===== src/design/graph_degree_counter_top_assert.svh =====
// Assertion macros shared by the graph degree counter modules.
`ifndef GRAPH_DEGREE_COUNTER_TOP_ASSERT_SVH
`define GRAPH_DEGREE_COUNTER_TOP_ASSERT_SVH

// Same-cycle implication, sampled on clk, off while rst_n is low.
`define GDC_ASSERT_IMP(name, ante, cons) \
    name: assert property (@(posedge clk) disable iff (!rst_n) (ante) |-> (cons)) \
        else $error("gdc: assertion failed");

// Next-cycle implication, sampled on clk, off while rst_n is low.
`define GDC_ASSERT_NXT(name, ante, cons) \
    name: assert property (@(posedge clk) disable iff (!rst_n) (ante) |=> (cons)) \
        else $error("gdc: assertion failed");

`endif


===== src/design/gdc_pkg.sv =====
// Shared constants, codes and types of the graph degree counter.
package gdc_pkg;

    localparam int VTX_W            = 5;
    localparam int ENTRY_W          = 8;
    localparam int DEG_W            = 13;
    localparam int KIND_W           = 2;
    localparam int CFG_W            = 6;
    localparam int MAX_VERTICES_DEF = 32;
    localparam int QUEUE_DEPTH_DEF  = 4;

    typedef enum logic [KIND_W-1:0] {
        KIND_UNDIR = 2'd0,
        KIND_OUT   = 2'd1,
        KIND_IN    = 2'd2
    } degree_kind_t;

    // One classified matrix entry, front to back.
    typedef struct packed {
        logic [ENTRY_W-1:0] value;
        logic [VTX_W-1:0]   row;
        logic [VTX_W-1:0]   col;
        logic               first;
        logic               row_first;
        logic               col_first;
        logic               row_end;
        logic               mirror_chk;
        logic               last;
    } entry_op_t;

endpackage


===== src/design/gdc_ifs.sv =====
// Valid/ready channel interfaces of the graph degree counter.
interface gdc_entry_if import gdc_pkg::*; ();
    logic               valid;
    logic               ready;
    logic [ENTRY_W-1:0] entry_value;

    modport source (output valid, output entry_value, input ready);
    modport sink   (input valid, input entry_value, output ready);
endinterface

interface gdc_cfg_if import gdc_pkg::*; ();
    logic             valid;
    logic             ready;
    logic [CFG_W-1:0] vertex_count;

    modport source (output valid, output vertex_count, input ready);
    modport sink   (input valid, input vertex_count, output ready);
endinterface



===== src/design/gdc_front.sv =====
// Front end: vertex count register, matrix position tracking, entry classification.
module gdc_front import gdc_pkg::*;
#(
    parameter int MAX_VERTICES = MAX_VERTICES_DEF,
    localparam int IDX_W = (MAX_VERTICES > 1) ? $clog2(MAX_VERTICES) : 1,
    localparam int CNT_W = $clog2(MAX_VERTICES + 1)
)
(
    input  logic              clk,
    input  logic              rst_n,
    gdc_entry_if.sink         entries,
    gdc_cfg_if.sink           cfg,
    output entry_op_t         op,
    output logic              op_valid,
    input  logic              op_ready,
    output logic [CNT_W-1:0]  vertex_count
);

    logic [CNT_W-1:0] n_reg;
    logic [CNT_W-1:0] n_next;
    logic [IDX_W-1:0] row_reg;
    logic [IDX_W-1:0] row_next;
    logic [IDX_W-1:0] col_reg;
    logic [IDX_W-1:0] col_next;
    logic [CFG_W-1:0] cfg_sat;
    logic             accept;
    logic             row_end;
    logic             row_last;

    assign cfg.ready     = 1'b1;
    assign entries.ready = op_ready;
    assign op_valid      = entries.valid;
    assign accept        = entries.valid && op_ready;
    assign vertex_count  = n_reg;

    assign row_end  = (CNT_W'(col_reg) + CNT_W'(1)) == n_reg;
    assign row_last = (CNT_W'(row_reg) + CNT_W'(1)) == n_reg;

    always_comb
    begin
        op.value      = entries.entry_value;
        op.row        = VTX_W'(row_reg);
        op.col        = VTX_W'(col_reg);
        op.first      = (row_reg == '0) && (col_reg == '0);
        op.row_first  = (row_reg == '0);
        op.col_first  = (col_reg == '0);
        op.row_end    = row_end;
        op.mirror_chk = col_reg < row_reg;
        op.last       = row_end && row_last;
    end

    always_comb
    begin
        if (cfg.vertex_count == '0)
            cfg_sat = CFG_W'(1);
        else if (cfg.vertex_count > CFG_W'(MAX_VERTICES))
            cfg_sat = CFG_W'(MAX_VERTICES);
        else
            cfg_sat = cfg.vertex_count;
    end

    always_comb
    begin
        n_next   = n_reg;
        row_next = row_reg;
        col_next = col_reg;
        if (cfg.valid)
        begin
            // new vertex count abandons any matrix in progress
            n_next   = CNT_W'(cfg_sat);
            row_next = '0;
            col_next = '0;
        end
        else if (accept)
        begin
            if (row_end)
            begin
                col_next = '0;
                row_next = row_last ? '0 : row_reg + IDX_W'(1);
            end
            else
            begin
                col_next = col_reg + IDX_W'(1);
            end
        end
    end

    always_ff @(posedge clk or negedge rst_n)
    begin
        if (!rst_n)
        begin
            n_reg   <= CNT_W'(MAX_VERTICES);
            row_reg <= '0;
            col_reg <= '0;
        end
        else
        begin
            n_reg   <= n_next;
            row_reg <= row_next;
            col_reg <= col_next;
        end
    end

endmodule


===== src/flat_wrapper.sv =====
// flat-port wrapper written by rule: the top's interface ports become plain ports
module gdc_front_flat import gdc_pkg::*;
#(
    parameter int MAX_VERTICES = MAX_VERTICES_DEF,
    localparam int IDX_W = (MAX_VERTICES > 1) ? $clog2(MAX_VERTICES) : 1,
    localparam int CNT_W = $clog2(MAX_VERTICES + 1)
)
  (clk, rst_n, op, op_valid, op_ready, vertex_count, entries_valid, entries_entry_value, entries_ready, cfg_valid, cfg_vertex_count, cfg_ready);
  gdc_entry_if entries_i ();
  gdc_cfg_if cfg_i ();
  input  logic clk;
  input  logic rst_n;
  output entry_op_t op;
  output logic op_valid;
  input  logic op_ready;
  output logic [CNT_W-1:0] vertex_count;
  input wire logic [$bits(entries_i.valid)-1:0] entries_valid;
  input wire logic [$bits(entries_i.entry_value)-1:0] entries_entry_value;
  output wire logic [$bits(entries_i.ready)-1:0] entries_ready;
  input wire logic [$bits(cfg_i.valid)-1:0] cfg_valid;
  input wire logic [$bits(cfg_i.vertex_count)-1:0] cfg_vertex_count;
  output wire logic [$bits(cfg_i.ready)-1:0] cfg_ready;
  assign entries_i.valid = entries_valid;
  assign entries_i.entry_value = entries_entry_value;
  assign entries_ready = entries_i.ready;
  assign cfg_i.valid = cfg_valid;
  assign cfg_i.vertex_count = cfg_vertex_count;
  assign cfg_ready = cfg_i.ready;
  gdc_front #(.MAX_VERTICES(MAX_VERTICES)) u_core (.clk(clk), .rst_n(rst_n), .entries(entries_i), .cfg(cfg_i), .op(op), .op_valid(op_valid), .op_ready(op_ready), .vertex_count(vertex_count));
endmodule

===== config.mk =====
export PLATFORM = sky130hd
export DESIGN_NAME = gdc_front_flat
export DESIGN_NICKNAME = d
export VERILOG_FILES = /design/src/design/graph_degree_counter_top_assert.svh /design/src/design/gdc_pkg.sv /design/src/design/gdc_ifs.sv /design/src/design/gdc_front.sv /design/src/flat_wrapper.sv
export SDC_FILE = /design/constraint.sdc
export NUM_CORES = 1
export LEC_CHECK = 0
export BUFFER_PORTS_ARGS = -buffer_cell sky130_fd_sc_hd__buf_4
export CORE_MARGIN = 5
export CORE_UTILIZATION = 49
export DETAILED_ROUTE_END_ITERATION = 12
export PLACE_DENSITY = 0.91
export RECOVER_POWER = 100
export SLEW_MARGIN = 25
export SYNTH_ARGS = -nofsm -noshare
export SYNTH_HDL_FRONTEND = slang
export SYNTH_SLANG_ARGS = --single-unit

===== constraint.sdc =====
create_clock -name clk -period 2.9 [get_ports clk]
set_clock_uncertainty 0.15 [all_clocks]
set_input_delay 0.145 -clock clk [delete_from_list [all_inputs] [get_ports clk]]
set_output_delay 0.145 -clock clk [all_outputs]
set_load 0.05 [all_outputs]

# After elaboration in Yosys (flattened, before gate mapping)
# Index checks and enable logic that the tools add are counted.
# classes
shift	0
bitwise_logic	0
reduce_logical	9
n_eq_ne	2
add_sub_neg	4
n_lt_le_gt_ge	2
n_mux	9
multipliers	0
n_div	0
# op_table
cell	n
$mux 5	7
$add 5x1->6 const B	2
$eq 6x6->1	2
$mux 6	2
$add 5x1->5 const B	2
$logic_not 5->1	2
$gt 6x6->1 const B	1
$logic_not 6->1	1
$lt 5x5->1	1
$reduce_bool 2->1	2
$logic_and 1x1->1	3
$reduce_and 2->1	1
# word_totals
input_bits	19
output_inout_bits	33
ramBits	0
ff_bits	16
wordCells	29
latch_bits	0
romBits	0
n_memories	0

# Logic depth before layout (Yosys ltp)
# logic_depth
ltp_word	6
mapped_depth	8
depth_no_buf	8

# Worst setup path after synthesis
# No wires, ideal clock.
# synth_path
kind	flip-flop to output port
start	register u_core.col_reg[0]
end	output op[5] (netlist name)
setup_slack_ns	-0.569
stages_incl_launch_ff	5
arrival_ns	3.174
path_cell_list	dfrtp_1 > inv_1 > ha_1 > nor4b_1 > and2_1
# synth_rtl
item	line_no	rtl
start, declared	gdc_front.sv:23	logic [IDX_W-1:0] col_reg;
start signal, assigned	gdc_front.sv:100	col_reg <= col_next;
end, declared	flat_wrapper.sv:13	output entry_op_t op;

==> metrics.md <==
| Metric | Value |
|---|---|
| WP data required | `2.61 ns` |
| Mapped Area | `1350 um2` |
| RD Place Congestion | `0.877` |
| Via count | `1247` |
| CTS root buffer | `clkbuf_4` |
| Seq cells post-synth | `16` |
| Final Max Tran Viols | `0` |
| CTS tree | `built` |
| Drt total wl | `3240 um` |
| Ant diodes | `0` |
| Post-synth EDFFs | `0` |
| Synth Instances | `161` |
| Pwr/cell area | `365 nW/um2` |
| Register clock-pin slew on the reported worst setup and hold paths | `0.11 ns` |
| H-tree depth | `1` |
| Global-route wire length before repair | `5410 um` |
| R2R setup slack | `0.25 ns` |
| Tmin final | `2.72 ns` |
| Area grow syn2layout | `14.1%` |
| Vias per cell | `5.75` |
| Cell depth of the worst flop-to-flop path | `8` |
| Grt ovf | `0` |
| Setup TNS | `0 ns` |
| Drt first-iter violations | `40` |
| Critical-path cell list | `and3_1 -> xnor2_1 -> a211o_1 -> a211o_2 -> inv_1 -> buf_2` |
| Tot GR Track Use | `0.166` |
| CTS Buffer Depth | `2` |
| Crit Reg-Reg Startpoint | `u_core.col_reg[0]$_DFFE_PN0P_` |
| Hold Vio Cnt, Final | `0` |
| Slowest stage delay, CP | `0.52 ns` |
| Largest net degree at the start of global routing | `24` |
| Drt drc | `0` |
| Layout cell share with drive strength beyond 1 | `0.129` |
| DR pass1 iterations | `4` |
| Starting Density | `0.503` |
| # placed instances | `207` |
| Lkg Pwr | `0.628 nW` |
| Total die area | `3910 um2` |
| Avg Cell Area, Syn | `8.39 um2` |
| Max Cap Violations | `0` |
| Critical Path Sink Type | `output pin` |
| Top-Level Pins | `52` |
| Setup bufs post-CTS | `0` |
| Crit path launch type | `flip-flop` |
| Max-slew headroom | `0.411` |
| Critical path data arrival time | `2.43 ns` |
| Post-synthesis sequential area ratio | `0.297` |
| Post-Layout Cell Count | `217` |
| Max reg flops | `6` |
| Crit path kind | `reg -> out` |
| Total CTS buffers | `3` |
| Syn_nets | `188` |
| Ys flop type | `dfrtp_1` |
| Core ar. | `2690 um2` |
| Worst Tran Pin Value | `0.883 ns` |
| Setup Viol. Count Final | `0` |
| CP max FO | `13` |
| Final ANT Viol Nets | `0` |
| CTS Sinks | `16` |
| CP Launch Point | `u_core.col_reg[2]$_DFFE_PN0P_` |
| Worst Setup EP | `op[2]` |
| HP Class | `in -> reg` |
| Worst reg2reg path endpoint | `u_core.col_reg[3]$_DFFE_PN0P_` |
| # nets final | `214` |
| # rows | `19` |
| Vias in the first global route | `1143` |
| Fraction of registers with async set or reset after synthesis | `1.00` |
| # port buffers | `34` |
| Die width | `62.5 um` |
| Final period util | `0.939` |
| Fmax | `367 MHz` |
| Crit-path slowest cell | `dfrtp_1` |
| Cell variety after synth | `45` |
| Synth warn | `0` |
| Initial antenna violation count | `0` |
| Routed len/inst | `14.9 um` |
| VDD IR max | `0.312 mV` |
| Dpl hpwl | `2400 um` |
| RSZ-0062 raised after global routing | `no` |
| Die Y | `62.5 um` |
| Worst-skew pair later-pin latency | `0.30 ns` |
| Status | `finished clean` |
[cells in the mapped netlist (4+ instances only)]
master / count / area share
a211oi_1: 4 / 0.022
a21oi_1: 6 / 0.022
a31oi_1: 4 / 0.019
buf_4: 13 / 0.072
dfrtp_1: 15 / 0.28
ha_1: 8 / 0.074
inv_1: 12 / 0.033
nand2_1: 9 / 0.025
nand3_1: 9 / 0.033
nand3b_1: 4 / 0.022
nand4_1: 4 / 0.019
nor2_1: 6 / 0.017
o21ai_0: 9 / 0.033
or3_1: 4 / 0.019
xnor2_1: 5 / 0.032
[cell families after synthesis]
group	synth area share
adder cells (fa/ha/maj)	0.0741
multiplexers	0.0324
buffers and inverters	0.135
XOR/XNOR	0.0519
AND/OR/NAND/NOR	0.243
other	0.00278
flip-flops	0.298
AO/OA/AOI/OAI	0.163
[layout by cell type (no fill, tap or decap), types with 2 or more instances in the layout]
| cell type | n |
|---|---|
| nand2_1 | 9 |
| buf_4 | 13 |
| nor2_1 | 6 |
| a21oi_1 | 6 |
| mux2_2 | 3 |
| or3_1 | 4 |
| a31oi_1 | 4 |
| dlygate4sd3_1 | 6 |
| nor3_1 | 2 |
| nor2b_1 | 3 |
| nand4_1 | 4 |
| and3b_1 | 2 |
| or4_1 | 2 |
| clkbuf_4 | 3 |
| o21ai_0 | 9 |
| nand3_1 | 9 |
| xor2_1 | 3 |
| ha_1 | 8 |
| clkbuf_1 | 21 |
| a211oi_1 | 4 |
| inv_1 | 13 |
| and2_1 | 2 |
| o32ai_1 | 3 |
| dfrtp_1 | 14 |
| nor3b_1 | 2 |
| nand3b_1 | 4 |
| and3_1 | 2 |
| xnor2_1 | 5 |
[how the worst min path moves through the flow]
stage              start                                  to  depth (start not counted)
5_1_grt        cfg_valid       u_core.col_reg[3]$_DFFE_PN0P_                          2
2_1_floorplan      rst_n       u_core.col_reg[0]$_DFFE_PN0P_                          0
3_3_place_gp       rst_n  u_core.vertex_count[3]$_DFFE_PN0P_                          1
6_report       cfg_valid       u_core.col_reg[3]$_DFFE_PN0P_                          2
3_5_place_dp       rst_n  u_core.vertex_count[3]$_DFFE_PN0P_                          1
4_1_cts        cfg_valid       u_core.col_reg[4]$_DFFE_PN0P_                          2
[critical path: cells and delay by family (launching register included)]
family	cells	cell delay [ns]
flip-flops	1	0.52
AND/OR/NAND/NOR	1	0.29
AO/OA/AOI/OAI	2	0.73
XOR/XNOR	1	0.13
buffers and inverters	2	0.48
[final cells by class]
cell class	instances	area [um2]
clock buffer	4	36.3
fill	256	1150
inverter	13	48.8
multi-input combinational	112	772
sequential	16	403
tap	31	38.8
timing repair buffer	41	241
[timing repair]
| action | CTS | global route |
|---|---|---|
| hold endpoints to repair | 21 | 0 |
| hold buffers | 6 | 0 |
| endpoints found under the setup margin | 0 | 1 |
| gates resized for setup | 0 | 1 |
[through the flow]
step	util	total power, W	setup WS (ns)	hold WS [ns]	instance area, um2
2_1_floorplan	-	0.000399	0.0315	-0.301	1360
3_3_place_gp	0.570	0.000422	0.381	-0.135	1530
3_5_place_dp	0.570	0.000424	0.314	-0.131	1530
4_1_cts	0.605	0.000579	0.182	0.0170	1630
5_1_grt	0.573	0.000591	0.0251	0.0400	1540
6_report	0.573	0.000563	0.176	0.0247	1540
[per-layer routing]
metal,track usage,wire length [um]
met5,0,0
met4,0.0504,59
met3,0.0540,266
met1,0.221,1420
met2,0.254,1490
[power breakdown]
group	switching, W	internal (W)	total, W	leakage (nW)
logic	0.000113	0.0000495	0.000162	0.395
clock network	0.0000730	0.0000765	0.000150	0.0210
registers	0.0000186	0.000233	0.000251	0.212
total	0.000204	0.000359	0.000563	0.628
Note: power is estimated with default switching activity, not from simulation.
