$ cat src/design/graph_degree_counter_top_assert.svh
// Assertion macros shared by the graph degree counter modules.
`ifndef GRAPH_DEGREE_COUNTER_TOP_ASSERT_SVH
`define GRAPH_DEGREE_COUNTER_TOP_ASSERT_SVH

// Same-cycle implication, sampled on clk, off while rst_n is low.
`define GDC_ASSERT_IMP(name, ante, cons) \
    name: assert property (@(posedge clk) disable iff (!rst_n) (ante) |-> (cons)) \
        else $error("gdc: assertion failed");

// Next-cycle implication, sampled on clk, off while rst_n is low.
`define GDC_ASSERT_NXT(name, ante, cons) \
    name: assert property (@(posedge clk) disable iff (!rst_n) (ante) |=> (cons)) \
        else $error("gdc: assertion failed");

`endif

$ cat src/design/gdc_pkg.sv
// Shared constants, codes and types of the graph degree counter.
package gdc_pkg;

    localparam int VTX_W            = 5;
    localparam int ENTRY_W          = 8;
    localparam int DEG_W            = 13;
    localparam int KIND_W           = 2;
    localparam int CFG_W            = 6;
    localparam int MAX_VERTICES_DEF = 32;
    localparam int QUEUE_DEPTH_DEF  = 4;

    typedef enum logic [KIND_W-1:0] {
        KIND_UNDIR = 2'd0,
        KIND_OUT   = 2'd1,
        KIND_IN    = 2'd2
    } degree_kind_t;

    // One classified matrix entry, front to back.
    typedef struct packed {
        logic [ENTRY_W-1:0] value;
        logic [VTX_W-1:0]   row;
        logic [VTX_W-1:0]   col;
        logic               first;
        logic               row_first;
        logic               col_first;
        logic               row_end;
        logic               mirror_chk;
        logic               last;
    } entry_op_t;

endpackage

$ cat src/design/gdc_queue.sv
// Short FIFO of classified entries between front and back.
module gdc_queue import gdc_pkg::*;
#(
    parameter int DEPTH = QUEUE_DEPTH_DEF
)
(
    input  logic      clk,
    input  logic      rst_n,
    input  entry_op_t push_op,
    input  logic      push_valid,
    output logic      push_ready,
    output entry_op_t pop_op,
    output logic      pop_valid,
    input  logic      pop_ready
);

`include "graph_degree_counter_top_assert.svh"

    localparam int PTR_W = (DEPTH > 1) ? $clog2(DEPTH) : 1;
    localparam int CNT_W = $clog2(DEPTH + 1);

    entry_op_t        slot_reg [DEPTH];
    logic [PTR_W-1:0] wr_ptr_reg;
    logic [PTR_W-1:0] rd_ptr_reg;
    logic [CNT_W-1:0] cnt_reg;
    logic             push;
    logic             pop;

    assign push_ready = cnt_reg != CNT_W'(DEPTH);
    assign pop_valid  = cnt_reg != '0;
    assign push       = push_valid && push_ready;
    assign pop        = pop_valid && pop_ready;
    assign pop_op     = slot_reg[rd_ptr_reg];

    always_ff @(posedge clk)
    begin
        if (push)
            slot_reg[wr_ptr_reg] <= push_op;
    end

    always_ff @(posedge clk or negedge rst_n)
    begin
        if (!rst_n)
        begin
            wr_ptr_reg <= '0;
            rd_ptr_reg <= '0;
            cnt_reg    <= '0;
        end
        else
        begin
            if (push)
                wr_ptr_reg <= (wr_ptr_reg == PTR_W'(DEPTH - 1)) ? '0 : wr_ptr_reg + PTR_W'(1);
            if (pop)
                rd_ptr_reg <= (rd_ptr_reg == PTR_W'(DEPTH - 1)) ? '0 : rd_ptr_reg + PTR_W'(1);
            if (push && !pop)
                cnt_reg <= cnt_reg + CNT_W'(1);
            else if (pop && !push)
                cnt_reg <= cnt_reg - CNT_W'(1);
        end
    end

    `GDC_ASSERT_IMP(a_cnt_bound, 1'b1, cnt_reg <= CNT_W'(DEPTH))
    `GDC_ASSERT_NXT(a_cnt_grow, push && !pop, cnt_reg == $past(cnt_reg) + CNT_W'(1))
    `GDC_ASSERT_NXT(a_cnt_shrink, pop && !push, cnt_reg == $past(cnt_reg) - CNT_W'(1))

endmodule

$ cat config.mk
export PLATFORM = sky130hd
export DESIGN_NAME = gdc_queue
export DESIGN_NICKNAME = d
export VERILOG_FILES = /design/src/design/gdc_pkg.sv /design/src/design/gdc_queue.sv
export VERILOG_INCLUDE_DIRS = /design/src /design/src/design
export SDC_FILE = /design/constraint.sdc
export NUM_CORES = 1
export LEC_CHECK = 0
export BUFFER_PORTS_ARGS = -buffer_cell sky130_fd_sc_hd__buf_2
export CORE_MARGIN = 2
export CORE_UTILIZATION = 50
export DETAILED_ROUTE_END_ITERATION = 16
export PLACE_DENSITY_LB_ADDON = 0.2
export SETUP_SLACK_MARGIN = 0.5
export SYNTH_ARGS = -nofsm -noshare
export SYNTH_HDL_FRONTEND = slang
export SYNTH_SLANG_ARGS = --single-unit
export TNS_END_PERCENT = 1
$ cat constraint.sdc
create_clock -name clk -period 2.1 [get_ports clk]
set_clock_uncertainty 0.05 [all_clocks]
set_input_delay 0.105 -clock clk [delete_from_list [all_inputs] [get_ports clk]]
set_output_delay 0.105 -clock clk [all_outputs]
set_load 0.01 [all_outputs]
* Word level (Yosys, flattened, before mapping) *
Memories as Yosys holds them, arrays and structs flattened.
Index checks and enable logic that the tools add are counted.

storage, ports and cells
  register bits = 7
  RAM bits = 96
  input port bits = 28
  output and inout port bits = 26
  word-level logic and storage cells = 25
  memories kept = 1

operators by class
  add/sub/neg operators = 4
  eq/ne operators = 3
  multiplexer cells = 6
  reduce and logical (&&, ||, !) cells = 8

memory list
  name      words  bits a word  rd ports  clocked after memory_dff  wr ports  line             text
  slot_reg  4      24           1         0                         1         gdc_queue.sv:22  entry_op_t slot_reg [DEPTH];

operators by type and width
  cell                   count
  $mux W3                2
  $add A2 B1 Y2 const B  2
  $eq A2 B2 Y1 const B   2
  $logic_and A1 B1 Y1    4
  $mux W2                2
  $add A3 B1 Y3 const B  1
  $ne A3 B3 Y1 const B   1
  $reduce_bool A3 Y1     1
  $sub A3 B1 Y3 const B  1
  $logic_not A1 Y1       2
  $mux W1                2
  $reduce_bool A2 Y1     1

* Depth between registers and ports, before layout *
Gate-level depths: netlist (run 1).

  depth after elaboration = 6
  mapped depth = 8
  mapped depth without buffers = 8

* Least setup slack after synthesis (run 1) *
No wires, ideal clock.

  path type = reg-to-reg
  start = register cnt_reg[1]
  end = register cnt_reg[2]
  library setup time = 0.079 ns
  data arrival time = 1.873 ns
  slack = 0.098 ns
  cell stages (with the launch flop) = 9
  buffers on the path = 0
  period minus slack after synthesis = 2.002 ns
  cell sequence = dfrtp_1 > or3_4 > nand2_2 > ha_1 > inv_1 > fa_1 > xor2_1 > nor2_1 > xor2_1

between the ends
  cells in the longest elaborated chain, start to end = 5
  elaborated cells on any way between the ends = 13

ends and longest elaborated chain
  element                                               line             text
  start, declared                                       gdc_queue.sv:25  logic [CNT_W-1:0] cnt_reg;
  start signal, assigned                                gdc_queue.sv:56  cnt_reg <= cnt_reg + CNT_W'(1);
  start signal, assigned                                gdc_queue.sv:58  cnt_reg <= cnt_reg - CNT_W'(1);
  $reduce_bool A3 Y1 *                                  gdc_queue.sv:30  assign pop_valid = cnt_reg != '0;
  net pop_valid                                         gdc_queue.sv:13  output logic pop_valid,
  $logic_and A1 B1 Y1 *                                 gdc_queue.sv:32  assign pop = pop_valid && pop_ready;
  $logic_not A1 Y1                                      gdc_queue.sv:55  if (push && !pop)
  $logic_and A1 B1 Y1                                   gdc_queue.sv:55
  $mux W3 / $reduce_bool A2 Y1 (equally long branches)  --

The timed path passes the listed nets; every way through them passes the cells marked *. The select of a mux whose other input is x is not followed.
A chain may end at the register's enable or synchronous reset.

* Worst setup path in the final report (run 1) *
  start = register cnt_reg[0]
  end = register cnt_reg[2]

between the ends
  cells in the longest elaborated chain, start to end = 5
  elaborated cells on any way between the ends = 13

ends and longest elaborated chain
  element
  branches (longest 5 deep; another with $sub A3 B1 Y3)

Parallel ways; which one is timed is not known. The select of a mux whose other input is x is not followed.

==> Implementation_results.wiki, run 1 <==
{| class="wikitable"
! Metric !! Value
|-
| Unrepaired setup endpoints after global routing || true
|-
| Root buf cell || clkbuf_8
|-
| IO Count || 54
|-
| Number of buffer and inverter instances along the worst setup path || 1
|-
| Critical path endpoint category || flip-flop
|-
| Num Clock Sinks || 103
|-
| Yosys warning total || 0
|-
| Sequential cell area || 3060 µm²
|-
| Post-layout nets || roughly 300
|-
| Number of fillers in the final layout || 570
|-
| Leakage power summed over all cells || between 0.0015 and 0.002 µW
|-
| Worst Tran Pin Value || ~0.33 ns
|-
| Floorplan die area || ~8600 µm²
|-
| Arrival time of the worst setup path || about 2.2 ns
|-
| Area of the core || slightly below 8000 µm²
|-
| Antenna viol nets, final || 0
|-
| Final routed wire length divided by cell count || 17.4 µm
|-
| Most area-consuming cells after synthesis || edfxtp_1 73%, mux4_2 10%, dfrtp_1 4.4%
|-
| Total routing usage reported by global routing || 16.5%
|-
| Yosys top cell by area || edfxtp_1
|-
| Path type of the worst setup path || flip-flop to flip-flop
|-
| Largest net degree at the start of global routing || 19
|-
| Synthesis-to-layout area growth || 24.1%
|-
| H-tree Lvls || 3
|-
| Worst-path clk slew || roughly 0.090 ns
|-
| Overflow after GRT || 0
|-
| Status || finished clean
|-
| Crit path max-delay family || simple AND/OR/NAND/NOR gates
|-
| Number of I/O port buffers || between 50 and 60
|-
| Cell seen most often among critical-path stages || xor2_1
|-
| Largest voltage drop on the vdd net || around 0.65 mV
|-
| Multi-input gate area || 833 µm²
|-
| Gpl congestion || a little under 0.7
|-
| TritonCTS clock tree || yes
|-
| Effective utilization at floorplan || between 50 and 60%
|-
| Number of hold-slack violations in the final timing report || 0
|-
| Insertion delay of the later-clocked pin in the worst-skew pair || between 0.3 and 0.4 ns
|-
| Cells after synthesis || 163
|-
| Die X-Extent || between 90 and 100 µm
|-
| Number of vias per cell after detailed routing || about 5.1
|-
| Layout cell share with drive strength beyond 1 || approximately 44%
|-
| Max-cap viol count || 0
|-
| Hold Crit Class || input port to asynchronous set/reset pin
|-
| Mean instance size in the synthesized netlist || about 24 µm²
|-
| Wire length of the first global-routing pass || 10.4 mm
|-
| Total count of max-transition violations in the final report || 0
|-
| Number of buffers inserted during clock tree synthesis || 9
|-
| Max reg flops || 96
|-
| Overall via count from detail_route || 1914
|-
| Sequential fraction of the synthesis area || 77.4%
|-
| Power density over the cells || 1260 nW/µm²
|-
| Cell Rows || 32
|-
| Syn Std Cell Area || about 4000 µm²
|-
| Number of different library cells in the post-synthesis netlist || 19
|-
| Placed wire-length estimate || between 4 and 5 mm
|-
| Crit path time final || roughly 2.0 ns
|-
| Synthesized net count || just under 200
|-
| Peak per-stage delay on the critical path || a little over 0.4 ns
|-
| Worst Hold Margin || around 0.05 ns
|-
| Number of antenna violations at the first check in global routing || 0
|-
| Setup Viol. Count Final || 0
|-
| Number of remaining DRC errors || 0
|-
| Setup total negative slack || 0 ns
|-
| Drt initial violations || between 100 and 150
|-
| Portion of synthesized cell area occupied by the leading cell type || between 70% and 80%
|-
| Number of global-route vias before repair || approximately 2100
|-
| Startpoint kind of the worst setup timing path || flip-flop
|-
| Tcrit/Tclk final || between 90 and 100%
|-
| Largest driver fanout on the critical path || 2
|-
| Worst Path Required || 2.33 ns
|-
| Number of detailed-routing iterations run before antenna repair || 4
|-
| Cell with the largest stage delay on the worst path || dfrtp_2
|-
| Worst-case clock buffer depth || 2
|-
| Number of storage elements in the synthesis netlist || about 100
|-
| Achievable Freq || 512 MHz
|-
| Diode insertion count for antenna repair || 0
|-
| Total wire length || 6.52 mm
|-
| Rel. slew slack || between 70 and 80%
|-
| Height of the die || 92.9 µm
|-
| Cells traversed along the worst timing path || or3_4 > nand2_4 > ha_4 > inv_1 > fa_2 > xor2_1 > nor2_1 > xor2_1
|}
## synth_stat cells
library cell	count
buf_12	2
ha_1	6
fa_1	1
edfxtp_1	96
dfrtp_1	7
nand2_2	1
mux2_2	5
nor2_1	4
a21boi_2	1
buf_6	1
nand2_1	1
mux4_2	18
xnor2_1	1
xor2_1	2
mux4_1	6
inv_1	3
and2_1	4
buf_2	3
or3_4	1
## per-layer routing
| metal | GRT usage [%] | share of wire (%) |
|---|---|---|
| met1 | 20.8 | 42 |
| met2 | 28.1 | 53 |
| met4 | 6.86 | 1.7 |
| met3 | 3.50 | 3.4 |
| met5 | 0 | 0 |
## per-stage QoR
step / setup slack, ns / instance area [µm²] / utilization, % / cells / power (µW)
2_1_floorplan: 0.178 / 3970 / - / 163 / 4300
3_3_place_gp: 0.170 / 4400 / 57.3 / 326 / 4870
3_5_place_dp: 0.0902 / 4400 / 57.3 / 326 / 4960
4_1_cts: 0.156 / 4890 / 63.6 / 372 / 6250
5_1_grt: 0.0427 / 4900 / 63.8 / 374 / 6540
6_report: 0.148 / 4900 / 63.8 / 374 / 6180
## final timing paths
path,startpoint,to,slack [ns],depth (start not counted)
setup / recovery,cnt_reg[0],cnt_reg[2],0.15,8
hold / removal,rst_n,cnt_reg[1],0.05,2
setup reg to reg,cnt_reg[0],cnt_reg[2],0.15,8
hold reg to reg,wr_ptr_reg[1],wr_ptr_reg[1],0.53,1
max in group asynchronous,rst_n,rd_ptr_reg[0],1.78,2
min in group clk,pop_ready,cnt_reg[0],0.13,4
## repair_timing
action,CTS,global route
resized for setup,1,0
endpoints found under the hold margin,103,0
hold buffers,25,0
setup endpoints to repair,122,122
buffers inserted,5,2
pin swaps,2,4
## logic make-up after synthesis
kind of cell | share of synthesized area (%)
adder cells (fa/ha/maj) | 2.41
flip-flops | 77.4
AND/OR/NAND/NOR | 1.55
AO/OA/AOI/OAI | 0.285
buffers and inverters | 1.96
XOR/XNOR | 0.666
multiplexers | 15.7
## layout by cell type (no fill, tap or decap), drive strengths merged
master        n
a21boi        1
and2          4
buf          74
bufinv        1
clkbuf        9
clkinv        3
clkinvlp      2
dfrtp         7
dlygate4sd3  25
edfxtp       96
fa            1
ha            6
inv           4
mux2          5
mux4         24
nand2         2
nor2          4
or3           1
xnor2         1
xor2          2
## cell type report
class,instances,area share (%)
Clock buffer,9,2.53
Timing Repair Buffer,99,13.7
Sequential cell,103,62.4
Multi-Input combinational cell,51,17.0
Clock inverter,7,1.46
Tap cell,102,2.60
Inverter,3,0.230
## power by group
group | switching (µW) | total (µW) | internal (µW) | leakage, µW
combinational | 1030 | 2130 | 1090 | 0.000721
sequential | 140 | 2870 | 2730 | 0.000960
clock | 638 | 1190 | 550 | 0.0000933
total | 1810 | 6180 | 4370 | 0.00177
No activity file was read; power rests on OpenSTA's default activity.
==> run 2, diff against run 1 <==
- CTS_BUF_LIST: default -> sky130_fd_sc_hd__clkbuf_4 sky130_fd_sc_hd__clkbuf_8
- MAX_ROUTING_LAYER: default -> met4
==> Implementation_results.wiki, run 2 (same netlist as run 1, synthesis figures left out) <==
{| class="wikitable"
! Metric !! Value
|-
| Number of buffers inserted during clock tree synthesis || 9 (unchanged)
|-
| Number of I/O port buffers || 53 (unchanged)
|-
| Largest net degree at the start of global routing || 19 (unchanged)
|-
| Number of remaining DRC errors || 0 (unchanged)
|-
| Most used cells in the layout excluding fill and tap cells || 96 x edfxtp_1, 53 x buf_2, 25 x dlygate4sd3_1
|-
| Sequential cell area || 3060 µm² (unchanged)
|-
| Worst Reg2Reg Path Length in Cells || 8 (unchanged)
|-
| Insertion delay of the later-clocked pin in the worst-skew pair || 0.35 ns (about the same)
|-
| Cell Rows || 32 (unchanged)
|-
| Placed wire-length estimate || 4.34 mm (unchanged)
|-
| Achievable Freq || 513 MHz (about the same)
|-
| Number of hold-slack violations in the final timing report || 0 (unchanged)
|-
| Wire length of the first global-routing pass || 10.4 mm (about the same)
|-
| Largest voltage drop on the vdd net || 0.649 mV (about the same)
|-
| Reg2reg end || cnt_reg[2]
|-
| Setup Viol. Count Final || 0 (unchanged)
|-
| Height of the die || 92.9 µm (unchanged)
|-
| Cell Area, Placed || 4400 µm² (unchanged)
|-
| Cells traversed along the worst timing path || or3_4 > nand2_4 > ha_4 > inv_1 > fa_2 > xor2_1 > nor2_1 > xor2_1
|-
| Crit path time final || 1.95 ns (-0.00104 ns)
|-
| Synthesis-to-layout area growth || 24.1% (unchanged)
|-
| Max reg flops || 96 (unchanged)
|-
| Worst-path clk slew || 0.09 ns (about the same)
|-
| Startpoint kind of the worst setup timing path || flip-flop
|-
| Number of vias per cell after detailed routing || 5.12 (unchanged)
|-
| Largest driver fanout on the critical path || 2 (unchanged)
|-
| Number of antenna violations at the first check in global routing || 0 (unchanged)
|-
| Most frequent standard cell in the layout excluding fill and tap cells || edfxtp_1
|-
| Final standard cell area without fillers || 4900 µm² (unchanged)
|-
| H-tree Lvls || 3 (unchanged)
|-
| Total wire length || 6.52 mm (about the same)
|-
| Critical R2R Launch || cnt_reg[0]
|-
| Final routed wire length divided by cell count || 17.4 µm (about the same)
|-
| TritonCTS clock tree || yes
|-
| Cell seen most often among critical-path stages || xor2_1
|-
| Arrival time of the worst setup path || 2.18 ns (about the same)
|-
| Tcrit/Tclk final || 92.9% (about the same)
|-
| Max-cap viol count || 0 (unchanged)
|-
| Area of the core || 7690 µm² (unchanged)
|-
| Leakage power summed over all cells || 0.00177 µW (unchanged)
|-
| Number of detailed-routing iterations run before antenna repair || 4 (unchanged)
|-
| Status || finished clean
|-
| Diode insertion count for antenna repair || 0 (unchanged)
|-
| Cell with the largest stage delay on the worst path || dfrtp_2
|-
| Num Clock Sinks || 103 (unchanged)
|-
| Multi-input gate area || 833 µm² (unchanged)
|-
| Number of fillers in the final layout || 570 (unchanged)
|-
| Overall power consumption || 6180 µW (about the same)
|-
| Overflow after GRT || 0 (unchanged)
|-
| Worst Path Required || 2.33 ns (about the same)
|-
| Setup total negative slack || 0 ns (unchanged)
|-
| Hold Crit Class || input port to asynchronous set/reset pin
|-
| Layout cell share with drive strength beyond 1 || 43.8% (unchanged)
|-
| Number of global-route vias before repair || 2060 (+0.097%)
|-
| Die X-Extent || 92.9 µm (unchanged)
|-
| Unrepaired setup endpoints after global routing || true
|-
| Worst R2R Setup Slack || 0.15 ns (about the same)
|-
| Rel. slew slack || 77.8% (about the same)
|-
| Worst Tran Pin Value || 0.333 ns (-0.000602 ns)
|-
| Overall via count from detail_route || 1914 (unchanged)
|-
| Peak per-stage delay on the critical path || 0.41 ns (about the same)
|-
| Total count of max-transition violations in the final report || 0 (unchanged)
|-
| Floorplan die area || 8620 µm² (unchanged)
|-
| Worst-case clock buffer depth || 2 (unchanged)
|-
| Effective utilization at floorplan || 51.4% (unchanged)
|-
| Post-layout nets || 302 (unchanged)
|-
| Gpl congestion || 0.684 (+1.0%)
|-
| Critical path endpoint category || flip-flop
|-
| Drt initial violations || 109 (+3.8%)
|-
| Total routing usage reported by global routing || 17.0% (+0.48 points)
|-
| Root buf cell || clkbuf_8
|-
| Antenna viol nets, final || 0 (unchanged)
|-
| IO Count || 54 (unchanged)
|-
| Path type of the worst setup path || flip-flop to flip-flop
|-
| Power density over the cells || 1260 nW/µm² (about the same)
|}
run 2: cell counts in the layout (fill, tap and decap cells not counted):
No cell type changed its count.
run 2: layout make-up:
class,count,share of cell area (%)
clock buffer,9,2.53
tap,102,2.60
clock inverter,7,1.46
sequential,103,62.4
timing repair buffer,99,13.7
multi-input combinational,51,17.0
inverter,3,0.230
run 2: how the worst max path moves through the flow:
stage,start,end,depth (start not counted)
3_3_place_gp,cnt_reg[2],cnt_reg[2],8
6_report,cnt_reg[0],cnt_reg[2],8
3_5_place_dp,cnt_reg[0],cnt_reg[2],8
5_1_grt,cnt_reg[0],cnt_reg[2],8
4_1_cts,cnt_reg[2],cnt_reg[2],8
2_1_floorplan,cnt_reg[2],cnt_reg[2],8
run 2: where the power goes:
group          total, µW  internal (µW)  switching [µW]
logic               2130           1090            1030
registers           2870           2730             140
clock network       1190            550             638
run 2: repair_timing:
action / 4_1_cts / 5_1_grt
hold buffers: 25 / 0
hold endpoints to repair: 103 / 0
endpoints found under the setup margin: 122 / 122
pin swaps: 2 / 4
resized for setup: 1 / 0
buffers inserted: 5 / 2
run 2: per-layer routing:
layer,GRT usage (%),wire [µm],vias to the layer above
met4,6.86,112,0
met5,-,0,-
li1,-,-,880
met2,28.1,3440,42
met3,3.42,214,11
met1,20.8,2750,981
run 2: stage by stage:
| stage | cells | utilization [%] | hold slack [ns] | worst slack [ns] |
|---|---|---|---|---|
| floorplan | 163 | - | -0.241 | 0.178 |
| global placement | 326 | 57.3 | -0.109 | 0.170 |
| detailed placement | 326 | 57.3 | -0.103 | 0.0902 |
| CTS | 372 | 63.6 | 0.0330 | 0.156 |
| global route | 374 | 63.8 | 0.0434 | 0.0427 |
| finish | 374 | 63.8 | 0.0500 | 0.149 |
run 2: critical path, delay by kind of cell (launching register included):
family	cells	cell delay (ns)
buffers and inverters	1	0.05
DFF	1	0.41
xor gates and xnor gates	2	0.29
and+or+nand+nor	3	0.61
adders and majority gates	2	0.46
